`config.mk`:
```
export PLATFORM = sky130hd
export DESIGN_NAME = rms_current_meter_flat
export DESIGN_NICKNAME = d
export VERILOG_FILES = /design/src/hw/rtl/rcm_pkg.sv /design/src/hw/rtl/rcm_if.sv /design/src/hw/rtl/rcm_shared_unit.sv /design/src/hw/rtl/rms_current_meter.sv /design/src/flat_wrapper.sv
export SDC_FILE = /design/constraint.sdc
export NUM_CORES = 2
export LEC_CHECK = 0
export BUFFER_PORTS_ARGS = -buffer_cell sky130_fd_sc_hd__buf_4
export CORE_MARGIN = 2
export CORE_UTILIZATION = 35
export DETAILED_ROUTE_END_ITERATION = 10
export GPL_TIMING_DRIVEN = 0
export PLACE_DENSITY_LB_ADDON = 0.1
export SYNTH_ARGS = -nofsm -noshare
export SYNTH_HDL_FRONTEND = slang
export SYNTH_HIERARCHICAL = 1
export SYNTH_SLANG_ARGS = --single-unit
```
`constraint.sdc`:
```
create_clock -name clk -period 11.6 [get_ports clk]
set_clock_uncertainty 0.15 [all_clocks]
set_input_delay 1.16 -clock clk [delete_from_list [all_inputs] [get_ports clk]]
set_output_delay 1.16 -clock clk [all_outputs]
set_load 0.02 [all_outputs]
```
`src/hw/rtl/rcm_pkg.sv`:
```
// ----------------------------------------------------------------------------
// rcm_pkg
// Shared types, constants and helpers of the RMS current meter.
// ----------------------------------------------------------------------------
package rcm_pkg;

    localparam int CODE_W = 16;
    localparam int TIME_W = 32;
    localparam int Q_W = 32;
    localparam int ADC_BITS_W = 5;
    localparam int HZ_W = 10;
    localparam int SUM_W = 64;
    localparam int COUNT_W = 24;
    localparam int TARE_W = 7;
    localparam int MAG_W = 20;
    localparam int SQ_W = 2 * MAG_W;
    localparam int MEAN_W = 40;
    localparam int ROOT_W = SUM_W / 2;
    localparam int GAIN_FRAC = 24;

    localparam int MS_PER_SECOND_INT = 1000;
    localparam int QUOT_W = $clog2(MS_PER_SECOND_INT + 1);
    localparam logic [QUOT_W-1:0] MS_PER_SECOND = QUOT_W'(MS_PER_SECOND_INT);

    localparam int PERIODS_PER_WINDOW_INT = 10;
    localparam int DUR_W = $clog2(100 * MS_PER_SECOND_INT + 1);
    localparam logic [DUR_W-1:0] PERIODS_PER_WINDOW = DUR_W'(PERIODS_PER_WINDOW_INT);

    localparam logic [TARE_W-1:0] TARE_SAMPLES = TARE_W'(100);
    localparam int TRACK_SHIFT = 10;
    localparam int TARE_SHIFT = 2;
    localparam logic [COUNT_W-1:0] COUNT_MAX = '1;

    localparam int REG_COUNT = 3;
    localparam int PADDR_W = $clog2(4 * (REG_COUNT - 1) + 1);
    localparam int REG_IDX_W = PADDR_W - 2;
    localparam logic [REG_IDX_W-1:0] REG_ADC_BITS = REG_IDX_W'(0);
    localparam logic [REG_IDX_W-1:0] REG_LINE_HZ = REG_IDX_W'(1);
    localparam logic [REG_IDX_W-1:0] REG_GAIN = REG_IDX_W'(2);

    localparam logic [ADC_BITS_W-1:0] ADC_BITS_RESET = ADC_BITS_W'(12);
    localparam logic [HZ_W-1:0] LINE_HZ_RESET = HZ_W'(50);
    localparam logic [Q_W-1:0] GAIN_RESET = Q_W'(13517);

    localparam int UNIT_SRC_W = SUM_W;
    localparam int UNIT_REM_W = ROOT_W + 3;
    localparam int STEP_W = $clog2(UNIT_SRC_W + 1);

    typedef enum logic {
        OP_DIV,
        OP_SQRT
    } unit_op_t;

    typedef struct packed {
        logic                    start;
        unit_op_t                op;
        logic [STEP_W-1:0]       steps;
        logic [UNIT_SRC_W-1:0]   src;
        logic [COUNT_W-1:0]      divisor;
    } unit_cmd_t;

    typedef struct packed {
        logic                    done;
        logic [UNIT_SRC_W-1:0]   result;
    } unit_status_t;

    function automatic logic [Q_W-1:0] half_range(input logic [ADC_BITS_W-1:0] bits);
        logic [ADC_BITS_W-1:0] b;
        b = bits;
        if (b < ADC_BITS_W'(8))
        begin
            b = ADC_BITS_W'(8);
        end
        if (b > ADC_BITS_W'(16))
        begin
            b = ADC_BITS_W'(16);
        end
        return Q_W'(1) << (b + ADC_BITS_W'(15));
    endfunction

endpackage

```
`src/hw/rtl/rcm_if.sv`:
```
// ----------------------------------------------------------------------------
// rcm_if
// Valid/ready channels of the RMS current meter: sample items in, results out.
// ----------------------------------------------------------------------------
interface rcm_in_if;
    logic                        valid;
    logic                        ready;
    logic                        req_type;
    logic [rcm_pkg::CODE_W-1:0]  sample_code;
    logic [rcm_pkg::TIME_W-1:0]  now_ms;

    modport source (output valid, output req_type, output sample_code, output now_ms,
                    input ready);
    modport sink (input valid, input req_type, input sample_code, input now_ms,
                  output ready);
endinterface

interface rcm_out_if;
    logic                        valid;
    logic                        ready;
    logic                        window_done;
    logic [rcm_pkg::Q_W-1:0]     rms_amps;
    logic [rcm_pkg::Q_W-1:0]     dc_offset;
    logic                        tare_done;

    modport source (output valid, output window_done, output rms_amps, output dc_offset,
                    output tare_done, input ready);
    modport sink (input valid, input window_done, input rms_amps, input dc_offset,
                  input tare_done, output ready);
endinterface

```
`src/hw/rtl/rcm_shared_unit.sv`:
```
// ----------------------------------------------------------------------------
// rcm_shared_unit
// Iterative compare-subtract unit: restoring division or integer square root,
// one quotient or root bit per cycle.
// ----------------------------------------------------------------------------
module rcm_shared_unit (
    input  logic                  clk,
    input  logic                  rst_n,
    input  rcm_pkg::unit_cmd_t    cmd,
    output rcm_pkg::unit_status_t status
);
    import rcm_pkg::*;

    logic                    busy_reg;
    logic                    done_reg;
    logic [STEP_W-1:0]       count_reg;
    unit_op_t                op_reg;
    logic [UNIT_SRC_W-1:0]   src_reg;
    logic [UNIT_REM_W-1:0]   rem_reg;
    logic [UNIT_SRC_W-1:0]   acc_reg;
    logic [COUNT_W-1:0]      divisor_reg;

    logic [UNIT_REM_W-1:0]   cand;
    logic [UNIT_REM_W-1:0]   trial;
    logic [UNIT_REM_W:0]     diff;
    logic                    fits;
    logic [UNIT_SRC_W-1:0]   src_next;
    logic [UNIT_REM_W-1:0]   rem_next;

    always_comb
    begin
        case (op_reg)
            OP_SQRT:
            begin
                cand     = {rem_reg[UNIT_REM_W-3:0], src_reg[UNIT_SRC_W-1 -: 2]};
                trial    = {1'b0, acc_reg[ROOT_W-1:0], 2'b01};
                src_next = {src_reg[UNIT_SRC_W-3:0], 2'b00};
            end
            default:
            begin
                cand     = {rem_reg[UNIT_REM_W-2:0], src_reg[UNIT_SRC_W-1]};
                trial    = UNIT_REM_W'(divisor_reg);
                src_next = {src_reg[UNIT_SRC_W-2:0], 1'b0};
            end
        endcase
        diff     = {1'b0, cand} - {1'b0, trial};
        fits     = ~diff[UNIT_REM_W];
        rem_next = fits ? diff[UNIT_REM_W-1:0] : cand;
    end

    always_ff @(posedge clk or negedge rst_n)
    begin
        if (!rst_n)
        begin
            busy_reg  <= 1'b0;
            done_reg  <= 1'b0;
            count_reg <= '0;
            op_reg    <= OP_DIV;
        end
        else
        begin
            done_reg <= 1'b0;
            if (cmd.start)
            begin
                busy_reg  <= 1'b1;
                count_reg <= cmd.steps;
                op_reg    <= cmd.op;
            end
            else if (busy_reg)
            begin
                count_reg <= count_reg - 1'b1;
                if (count_reg == STEP_W'(1))
                begin
                    busy_reg <= 1'b0;
                    done_reg <= 1'b1;
                end
            end
        end
    end

    always_ff @(posedge clk)
    begin
        if (cmd.start)
        begin
            src_reg     <= cmd.src;
            rem_reg     <= '0;
            acc_reg     <= '0;
            divisor_reg <= cmd.divisor;
        end
        else if (busy_reg)
        begin
            src_reg <= src_next;
            rem_reg <= rem_next;
            acc_reg <= {acc_reg[UNIT_SRC_W-2:0], fits};
        end
    end

    assign status.done   = done_reg;
    assign status.result = acc_reg;

endmodule

```
`src/hw/rtl/rms_current_meter.sv`:
```
// ----------------------------------------------------------------------------
// rms_current_meter
// True-RMS current meter with DC offset tracking over line-period windows.
// ----------------------------------------------------------------------------
// Items enter on the samples channel (valid/ready): an ADC code with its
// millisecond time, or a tare request. Every accepted item yields one result
// item on the results channel: window flag, last RMS current (Q16.16 A),
// offset estimate (Q16.16 codes) and tare status.
// The block takes one item at a time; samples.ready is high only while idle.
// A tare request goes from idle straight to the finish state, which loads the
// output register. A sample passes the offset, error, square and accumulate
// states and then the 1000/hz division for the window length before its
// result is loaded. A sample that closes a window also runs the 64-step mean
// division and the 32-step square root, then gain scaling and saturation;
// all divisions and the root run on the one shared compare-subtract unit.
// A finished result waits in an output register; the next item is accepted
// meanwhile, and a stall on results holds the block only once a second
// result is ready. Reset loads the register defaults (12 bits, 50 Hz, gain
// 13517), sets the offset to half range and clears all accumulators.
// Write the registers over the APB port only while the block is idle; the block itself does not enforce it.
// ----------------------------------------------------------------------------
module rms_current_meter (
    input  logic                          clk,
    input  logic                          rst_n,
    rcm_in_if.sink                        samples,
    rcm_out_if.source                     results,
    input  logic                          psel,
    input  logic                          penable,
    input  logic                          pwrite,
    input  logic [rcm_pkg::PADDR_W-1:0]   paddr,
    input  logic [31:0]                   pwdata,
    output logic [31:0]                   prdata,
    output logic                          pready
);
    import rcm_pkg::*;

    typedef enum logic [3:0] {
        S_IDLE,
        S_OFFSET,
        S_ERROR,
        S_SQUARE,
        S_ACCUM,
        S_PERIOD,
        S_PERIOD_WAIT,
        S_CHECK,
        S_MEAN,
        S_MEAN_WAIT,
        S_ROOT,
        S_ROOT_WAIT,
        S_SCALE,
        S_SATURATE,
        S_FINISH
    } state_t;

    state_t                  state_reg;
    logic [ADC_BITS_W-1:0]   adc_bits_reg;
    logic [HZ_W-1:0]         hz_reg;
    logic [Q_W-1:0]          gain_reg;
    logic [Q_W-1:0]          offset_reg;
    logic [SUM_W-1:0]        sum_reg;
    logic [COUNT_W-1:0]      count_reg;
    logic [TIME_W-1:0]       start_ms_reg;
    logic [Q_W-1:0]          last_rms_reg;
    logic [TARE_W-1:0]       tare_left_reg;
    logic [CODE_W-1:0]       code_reg;
    logic [TIME_W-1:0]       now_reg;
    logic [MAG_W-1:0]        mag_reg;
    logic [SQ_W-1:0]         sq_reg;
    logic [DUR_W-1:0]        duration_reg;
    logic [ROOT_W-1:0]       root_reg;
    logic [2*Q_W-1:0]        product_reg;
    logic                    window_done_reg;
    logic                    out_valid_reg;
    logic                    out_window_done_reg;
    logic [Q_W-1:0]          out_rms_reg;
    logic [Q_W-1:0]          out_offset_reg;
    logic                    out_tare_done_reg;

    logic                    cfg_write;
    logic [REG_IDX_W-1:0]    cfg_index;
    logic [Q_W-1:0]          target;
    logic signed [Q_W:0]     offset_diff;
    logic signed [Q_W:0]     offset_step;
    logic signed [Q_W+1:0]   offset_sum;
    logic [Q_W-1:0]          offset_next;
    logic [Q_W:0]            err_abs;
    logic [SUM_W:0]          sum_wide;
    logic [SUM_W-1:0]        sum_next;
    logic [COUNT_W-1:0]      count_next;
    logic [HZ_W-1:0]         hz_eff;
    logic [DUR_W-1:0]        duration_next;
    logic [TIME_W-1:0]       elapsed;
    logic [MEAN_W-1:0]       mean_sat;
    logic [Q_W-1:0]          amps_sat;
    logic                    out_load;
    unit_cmd_t               unit_cmd;
    unit_status_t            unit_status;

    rcm_shared_unit u_unit (
        .clk    (clk),
        .rst_n  (rst_n),
        .cmd    (unit_cmd),
        .status (unit_status)
    );

    assign cfg_write = psel & penable & pwrite;
    assign cfg_index = paddr[PADDR_W-1:2];
    assign pready    = 1'b1;

    always_comb
    begin
        case (cfg_index)
            REG_ADC_BITS: prdata = 32'(adc_bits_reg);
            REG_LINE_HZ:  prdata = 32'(hz_reg);
            REG_GAIN:     prdata = gain_reg;
            default:      prdata = '0;
        endcase
    end

    always_comb
    begin
        target        = {code_reg, 16'b0};
        offset_diff   = $signed({1'b0, target}) - $signed({1'b0, offset_reg});
        offset_step   = (tare_left_reg != '0) ? (offset_diff >>> TARE_SHIFT)
                                              : (offset_diff >>> TRACK_SHIFT);
        offset_sum    = $signed({2'b00, offset_reg}) + $signed({offset_step[Q_W], offset_step});
        offset_next   = offset_sum[Q_W-1:0];
        err_abs       = offset_diff[Q_W] ? (Q_W+1)'(-offset_diff) : (Q_W+1)'(offset_diff);
        sum_wide      = {1'b0, sum_reg} + (SUM_W+1)'(sq_reg);
        sum_next      = sum_wide[SUM_W] ? '1 : sum_wide[SUM_W-1:0];
        count_next    = (count_reg == COUNT_MAX) ? count_reg : count_reg + 1'b1;
        hz_eff        = (hz_reg == '0) ? HZ_W'(1) : hz_reg;
        duration_next = DUR_W'(unit_status.result[QUOT_W-1:0]) * PERIODS_PER_WINDOW;
        elapsed       = now_reg - start_ms_reg;
        mean_sat      = (|unit_status.result[SUM_W-1:MEAN_W]) ? '1
                                                              : unit_status.result[MEAN_W-1:0];
        amps_sat      = (|product_reg[2*Q_W-1:Q_W+GAIN_FRAC]) ? '1
                                                              : product_reg[Q_W+GAIN_FRAC-1:GAIN_FRAC];
        out_load      = (state_reg == S_FINISH) && (!out_valid_reg || results.ready);
    end

    always_comb
    begin
        unit_cmd.start   = 1'b0;
        unit_cmd.op      = OP_DIV;
        unit_cmd.steps   = STEP_W'(QUOT_W);
        unit_cmd.src     = {MS_PER_SECOND, (UNIT_SRC_W-QUOT_W)'(0)};
        unit_cmd.divisor = COUNT_W'(hz_eff);
        case (state_reg)
            S_PERIOD:
            begin
                unit_cmd.start = 1'b1;
            end
            S_MEAN:
            begin
                unit_cmd.start   = 1'b1;
                unit_cmd.steps   = STEP_W'(SUM_W);
                unit_cmd.src     = sum_reg;
                unit_cmd.divisor = count_reg;
            end
            S_ROOT:
            begin
                unit_cmd.start = 1'b1;
                unit_cmd.op    = OP_SQRT;
                unit_cmd.steps = STEP_W'(ROOT_W);
                unit_cmd.src   = {mean_sat, (UNIT_SRC_W-MEAN_W)'(0)};
            end
            default:
            begin
                unit_cmd.start = 1'b0;
            end
        endcase
    end

    always_ff @(posedge clk or negedge rst_n)
    begin
        if (!rst_n)
        begin
            state_reg           <= S_IDLE;
            adc_bits_reg        <= ADC_BITS_RESET;
            hz_reg              <= LINE_HZ_RESET;
            gain_reg            <= GAIN_RESET;
            offset_reg          <= half_range(ADC_BITS_RESET);
            sum_reg             <= '0;
            count_reg           <= '0;
            start_ms_reg        <= '0;
            last_rms_reg        <= '0;
            tare_left_reg       <= '0;
            code_reg            <= '0;
            now_reg             <= '0;
            mag_reg             <= '0;
            sq_reg              <= '0;
            duration_reg        <= '0;
            root_reg            <= '0;
            product_reg         <= '0;
            window_done_reg     <= 1'b0;
            out_valid_reg       <= 1'b0;
            out_window_done_reg <= 1'b0;
            out_rms_reg         <= '0;
            out_offset_reg      <= '0;
            out_tare_done_reg   <= 1'b0;
        end
        else
        begin
            if (out_load)
            begin
                out_valid_reg <= 1'b1;
            end
            else if (out_valid_reg && results.ready)
            begin
                out_valid_reg <= 1'b0;
            end

            case (state_reg)
                S_IDLE:
                begin
                    if (samples.valid)
                    begin
                        code_reg        <= samples.sample_code;
                        now_reg         <= samples.now_ms;
                        window_done_reg <= 1'b0;
                        if (samples.req_type)
                        begin
                            tare_left_reg <= TARE_SAMPLES;
                            state_reg     <= S_FINISH;
                        end
                        else
                        begin
                            state_reg <= S_OFFSET;
                        end
                    end
                end
                S_OFFSET:
                begin
                    offset_reg <= offset_next;
                    if (tare_left_reg != '0)
                    begin
                        tare_left_reg <= tare_left_reg - 1'b1;
                    end
                    state_reg <= S_ERROR;
                end
                S_ERROR:
                begin
                    mag_reg   <= err_abs[Q_W-1:Q_W-MAG_W];
                    state_reg <= S_SQUARE;
                end
                S_SQUARE:
                begin
                    sq_reg    <= mag_reg * mag_reg;
                    state_reg <= S_ACCUM;
                end
                S_ACCUM:
                begin
                    if (count_reg == '0)
                    begin
                        start_ms_reg <= now_reg;
                    end
                    sum_reg   <= sum_next;
                    count_reg <= count_next;
                    state_reg <= S_PERIOD;
                end
                S_PERIOD:
                begin
                    state_reg <= S_PERIOD_WAIT;
                end
                S_PERIOD_WAIT:
                begin
                    if (unit_status.done)
                    begin
                        duration_reg <= duration_next;
                        state_reg    <= S_CHECK;
                    end
                end
                S_CHECK:
                begin
                    if (elapsed >= TIME_W'(duration_reg))
                    begin
                        state_reg <= S_MEAN;
                    end
                    else
                    begin
                        state_reg <= S_FINISH;
                    end
                end
                S_MEAN:
                begin
                    state_reg <= S_MEAN_WAIT;
                end
                S_MEAN_WAIT:
                begin
                    if (unit_status.done)
                    begin
                        state_reg <= S_ROOT;
                    end
                end
                S_ROOT:
                begin
                    state_reg <= S_ROOT_WAIT;
                end
                S_ROOT_WAIT:
                begin
                    if (unit_status.done)
                    begin
                        root_reg  <= unit_status.result[ROOT_W-1:0];
                        state_reg <= S_SCALE;
                    end
                end
                S_SCALE:
                begin
                    product_reg <= root_reg * gain_reg;
                    state_reg   <= S_SATURATE;
                end
                S_SATURATE:
                begin
                    last_rms_reg    <= amps_sat;
                    sum_reg         <= '0;
                    count_reg       <= '0;
                    window_done_reg <= 1'b1;
                    state_reg       <= S_FINISH;
                end
                S_FINISH:
                begin
                    if (out_load)
                    begin
                        out_window_done_reg <= window_done_reg;
                        out_rms_reg         <= last_rms_reg;
                        out_offset_reg      <= offset_reg;
                        out_tare_done_reg   <= (tare_left_reg == '0);
                        state_reg           <= S_IDLE;
                    end
                end
                default:
                begin
                    state_reg <= S_IDLE;
                end
            endcase

            if (cfg_write)
            begin
                case (cfg_index)
                    REG_ADC_BITS:
                    begin
                        adc_bits_reg <= pwdata[ADC_BITS_W-1:0];
                        offset_reg   <= half_range(pwdata[ADC_BITS_W-1:0]);
                    end
                    REG_LINE_HZ:
                    begin
                        hz_reg <= pwdata[HZ_W-1:0];
                    end
                    REG_GAIN:
                    begin
                        gain_reg <= pwdata;
                    end
                    default:
                    begin
                    end
                endcase
            end
        end
    end

    assign samples.ready       = (state_reg == S_IDLE);
    assign results.valid       = out_valid_reg;
    assign results.window_done = out_window_done_reg;
    assign results.rms_amps    = out_rms_reg;
    assign results.dc_offset   = out_offset_reg;
    assign results.tare_done   = out_tare_done_reg;

endmodule
```
`src/flat_wrapper.sv`:
```
// flat-port wrapper written by rule: the top's interface ports become plain ports
module rms_current_meter_flat import rcm_pkg::*;
  (clk, rst_n, psel, penable, pwrite, paddr, pwdata, prdata, pready, samples_valid, samples_req_type, samples_sample_code, samples_now_ms, samples_ready, results_valid, results_window_done, results_rms_amps, results_dc_offset, results_tare_done, results_ready);
  rcm_in_if samples_i ();
  rcm_out_if results_i ();
  input  logic clk;
  input  logic rst_n;
  input  logic psel;
  input  logic penable;
  input  logic pwrite;
  input  logic [rcm_pkg::PADDR_W-1:0] paddr;
  input  logic [31:0] pwdata;
  output logic [31:0] prdata;
  output logic pready;
  input wire logic [$bits(samples_i.valid)-1:0] samples_valid;
  input wire logic [$bits(samples_i.req_type)-1:0] samples_req_type;
  input wire logic [$bits(samples_i.sample_code)-1:0] samples_sample_code;
  input wire logic [$bits(samples_i.now_ms)-1:0] samples_now_ms;
  output wire logic [$bits(samples_i.ready)-1:0] samples_ready;
  output wire logic [$bits(results_i.valid)-1:0] results_valid;
  output wire logic [$bits(results_i.window_done)-1:0] results_window_done;
  output wire logic [$bits(results_i.rms_amps)-1:0] results_rms_amps;
  output wire logic [$bits(results_i.dc_offset)-1:0] results_dc_offset;
  output wire logic [$bits(results_i.tare_done)-1:0] results_tare_done;
  input wire logic [$bits(results_i.ready)-1:0] results_ready;
  assign samples_i.valid = samples_valid;
  assign samples_i.req_type = samples_req_type;
  assign samples_i.sample_code = samples_sample_code;
  assign samples_i.now_ms = samples_now_ms;
  assign samples_ready = samples_i.ready;
  assign results_valid = results_i.valid;
  assign results_window_done = results_i.window_done;
  assign results_rms_amps = results_i.rms_amps;
  assign results_dc_offset = results_i.dc_offset;
  assign results_tare_done = results_i.tare_done;
  assign results_i.ready = results_ready;
  rms_current_meter u_core (.clk(clk), .rst_n(rst_n), .samples(samples_i), .results(results_i), .psel(psel), .penable(penable), .pwrite(pwrite), .paddr(paddr), .pwdata(pwdata), .prdata(prdata), .pready(pready));
endmodule
```
; ---- Yosys cells after proc, flatten, opt, wreduce, memory -nomap -nowiden
; Cells that the tools add are included.
[totals]
ff_bits = 723
[op_classes]
addsub = 10
mul = 3
order_cmp = 3
eq_ne = 26
n_shift = 1
muxes = 53
bitwise_logic = 3
n_reduce_logical = 30
[ops]
columns = op, count
row1 = two-way mux 64 bit, 4
row2 = two-way mux 32 bit, 5
row3 = case mux 71 bit (2 select lines), 1
row4 = case mux 64 bit (2 select lines), 1
row5 = case mux 32 bit (3 select lines), 1
row6 = two-way mux 34 bit, 2
row7 = adder 64 x 40 -> 65 bit, 1
row8 = multiplier 32 x 32 -> 64 bit, 1
row9 = case mux 4 bit (15 select lines), 1
row10 = case mux 24 bit (2 select lines), 1
row11 = multiplier 20 x 20 -> 40 bit, 1
row12 = two-way mux 40 bit, 1
row13 = subtractor 35 x 34 -> 36 bit, 1
row14 = two-way mux 35 bit, 1
row15 = two-way mux 7 bit, 5
row16 = subtractor 32 x 32 -> 33 bit, 1
row17 = adder 32 x 31 -> 32 bit, 1
row18 = >= comparator 32 x 14 -> 1 bit, 1
row19 = negator 32 bit, 1
row20 = "<< shifter 1 x 5 -> 32 bit, first input constant", 1
row21 = subtractor 32 bit, 1
row22 = two-way mux 30 bit, 1
row23 = two-way mux 5 bit, 6
row24 = "== test 4 bit, second input constant", 7
row25 = other kinds (40), 82

; ---- Longest topological paths before layout
[logic_depth]
depth_word = 12
mapped_depth = 29

; ---- By module
; Netlist, hierarchy kept.
[by_module_without_submodules]
columns = mod, instances, cells_per_inst, area_per_inst_um2
row1 = rms_current_meter, 1, 7903, 72844.9
row2 = rcm_shared_unit, 1, 1085, 10776.6

; ---- Least setup slack after synthesis
; Ideal clock, no wire load.
[synth_timing]
path_type = reg-to-reg
startpoint = reg u_core.gain_reg[6]
endpoint = reg u_core.product_reg[59]
setup_ns = 0.110
t_arrival_ns = 7.803
required_ns = 11.340
path_slack_ns = 3.536
path_stages_with_launch = 27
cell_sequence = dfstp_2 -> clkbuf_1 -> and2_1 -> fa_1 -> fa_1 -> fa_1 -> inv_1 -> fa_1 -> inv_1 -> fa_1 -> inv_1 -> fa_1 -> inv_1 -> fa_1 -> fa_1 -> ha_1 -> a21oi_1 -> o211ai_1 -> a21oi_1 -> a221o_1 -> o31a_1 -> or4_1 -> a211o_1 -> a21oi_1 -> nor2b_1 -> nor4_1 -> o41ai_1
[synth_between]
elab_chain_len = 1
[synth_rtl]
columns = item, line_no
row1 = from (decl), rms_current_meter.sv:58  ; logic [Q_W-1:0] gain_reg;
row2 = from (signal assigned), rms_current_meter.sv:352  ; gain_reg <= pwdata;
row3 = multiplier 32 x 32 -> 64 bit, rms_current_meter.sv:310  ; product_reg <= root_reg * gain_reg;
row4 = to (signal assigned), rms_current_meter.sv:310
row5 = to (decl), rms_current_meter.sv:71  ; logic [2*Q_W-1:0] product_reg;
; No other way between the ends.
; A chain may end at the register's enable or synchronous reset.

; ---- Worst setup path in the final report
[layout_timing]
startpoint = reg u_core.gain_reg[10]
endpoint = reg u_core.product_reg[59]
; The elaborated chain is that of the path after synthesis.

==> flow_summary.yaml <==
worst_setup_path:
  worstSetupStartpointType: "flip-flop"
  required_ns: 12.08
  critical_path_class: "reg -> reg"
  cp-end-kind: "flip-flop"
  path_max_fanout: 10
  worstPathArrival_ns: 10.62
cts:
  cts_hold_buf: 0
  ctsResizeCount: 0
  clock-sinks: 698
  path_clk_slew_ns: 0.06
  cts_buffers: 92
  post_cts_buffers: 0
  cts_htree_levels: 3
  root_buffer: "clkbuf_16"
  cts_tree: "done"
  clk_latency_ns: 0.76
  clock_path_buffers: 3
synthesis:
  synth_top_area_cell: "fa_1"
  ys_async_sr_fraction_pct: 73.4
  syn_area_per_cell_um2: 9.30
  ys_ff_latch: 698
  synth_cells: 8988
  synth_edf_count: 88
  yosysWarnings: 6
  ys.flop_type: "dfrtp_1"
  synth_top_area_share_pct: 28.2
  synth_cell_types: 101
  syn_area_mm2: 0.0836
  synthTopCellsByArea: "fa_1 28%, dfrtp_1 15%, ha_1 8.9%"
  ys_seq_area_share_pct: 20.8
floorplan:
  initial_core_util_pct: 35.2
  core_mm2: 0.238
  fp.dieH_um: 493
  dieArea_mm2: 0.243
  io_pins: 193
  rows: 179
  die_w_um: 493
cells_and_area:
  instances_no_fill: 12500
  layout.nets: 11200
  syn2layout_area_growth_pct: 10.5
  fin_area_mm2: 0.0924
  drive_gt1_share_pct: 7.05
timing:
  hold_violations: 0
  slew_violations: 0
  rsz0062_at_grt: "no"
  fmax_ghz: 0.0986
  tns_ns: 0
  tightestPinTransition_ns: 1.49
  layout_min_cycle_time_ns: 10.14
  setup_viol: 0
  fin_crit_sh_pct: 87.4
  slew_headroom_pct: 0.980
  setup_slack_ns: 1.46
drt:
  drtAntennaViolNets: 0
  drc_errors: 0
  wl_per_cell_um: 25.2
  initialDrtViolationCount: 5104
  first_pass_iters: 5
  vias_per_cell: 5.24
  num_vias: 65800
  drt-total-wl_mm: 317
grt:
  grt_use_met2_pct: 41.1
  gr-usage-all-layers_pct: 26.1
  grt.met1_usage_pct: 36.2
  grt_pass1_vias: 67900
  grt_pass1_wl_mm: 465
  antenna_found_initial: 41
  grt_max_degree: 98
  grt-busiest-layer: "met2"
  met3_usage_pct: 4.19
  overflow: 0
run_status:
  status: "complete, no violations"
worst_hold_path:
  hp-class: "in -> async"
place:
  hpwl_mm: 260
  dp_slack_ns: 1.55
  dp.cells: 12400
  placed_area_mm2: 0.0893
  gp_congestion: 0.988
  io_buffers: 187
run:
  maxCapViolCount: 0
## critical path, stage by stage (launching register included)
cell and delay (ns):
dfstp_2 0.85, clkbuf_1 0.91, nand2_1 0.17, fa_1 0.40, inv_1 0.08, fa_1 0.44
fa_1 0.52, inv_1 0.05, fa_1 0.51, inv_1 0.07, fa_1 0.48, fa_1 0.57
fa_1 0.43, fa_1 0.46, ha_1 0.33, nand2_1 0.11, o211ai_1 0.21, a21oi_1 0.12
a221o_1 0.48, o31a_1 0.42, or4_1 0.78, a211o_1 0.42, a21oi_1 0.52, nor2b_1 0.21
nor4_1 0.06, o41ai_1 0.24
## area by class of cell
cell class              count  area, um^2
diodes                     19        47.5
flip-flops and latches    698       17400
inverters                1390        5220
plain buffers             467        1790
repair buffers            198        1650
well taps                3167        3960
clock buffers             120        2510
multi-input cells        6435       59200
fillers                 24200      145000
clock inverters            52         553
## synth_stat cells (70+ instances only)
master and number:
nand3_1 97, nand2_1 1050, a21oi_1 333, mux2_2 237, xnor2_1 146, o21ai_0 358
xor2_1 119, mux2i_1 185, nor2_1 381, clkbuf_1 434, and2_1 741, a21o_1 138
dfrtp_1 498, ha_1 597, inv_1 1388, fa_1 1179, dfxtp_1 98, edfxtp_1 88
and3_1 79, nor3_1 70
## final timing paths
| kind | start | endpoint | slack, ns | cells past startpoint |
|---|---|---|---|---|
| max | u_core/gain_reg[10]$_DFFE_PN1P_ | u_core/product_reg[59]$_DFFE_PN0P_ | 1.46 | 25 |
| min | rst_n | u_core/last_rms_reg[4]$_DFFE_PN0P_ | 0.29 | 1 |
| max reg2reg | u_core/gain_reg[10]$_DFFE_PN1P_ | u_core/product_reg[59]$_DFFE_PN0P_ | 1.46 | 25 |
| min reg2reg | u_core/product_reg[38]$_DFFE_PN0P_ | u_core/product_reg[38]$_DFFE_PN0P_ | 0.33 | 2 |
| max in group asynchronous | rst_n | u_core/sum_reg[33]$_DFFE_PN0P_ | 9.44 | 3 |
| min in group clk | u_core/product_reg[38]$_DFFE_PN0P_ | u_core/product_reg[38]$_DFFE_PN0P_ | 0.33 | 2 |
## routing by layer
metal | routed length [um] | vias up
li1 | - | 29400
met1 | 142000 | 33900
met2 | 142000 | 1929
met3 | 19200 | 454
met4 | 13300 | 12
met5 | 69 | -
## metrics by stage
step	util, %	hold WS [ns]
after global placement	37.5	0.313
after global routing	38.9	0.301
after detailed placement	37.6	0.321
final	38.9	0.285
after floorplan	-	0.289
after CTS	38.9	0.254
## cell families (layout without fill, tap and decap cells)
logic type      after synthesis  count (layout)  synth area share [%]
mux                         423             423                  5.42
xor+xnor                    265             265                  2.78
buf+inv                    1857            2227                  8.38
flops                       698             698                  20.8
compound gates             1288            1288                  9.70
fa+ha+maj                  1776            1776                  37.2
other cells                   2              23               0.00898
simple gates               2679            2679                  15.7
## cell usage in the layout, fill, tap and decap left out, types with 40 or more instances in the layout
cell type	instances
a211oi_1	54
a21o_1	138
a21oi_1	333
a31oi_1	61
and2_1	741
and3_1	79
buf_4	190
clkbuf_1	451
clkbuf_16	93
dfrtp_1	498
dfxtp_1	98
edfxtp_1	88
fa_1	1179
ha_1	597
inv_1	1388
mux2_2	237
mux2i_1	185
nand2_1	1050
nand3_1	97
nand4_1	40
nor2_1	381
nor2b_1	53
nor3_1	66
o21ai_0	357
xnor2_1	146
xor2_1	119
Power is not shown: default switching activity piles up to over one toggle a cycle in this logic, so the estimate is an artifact.
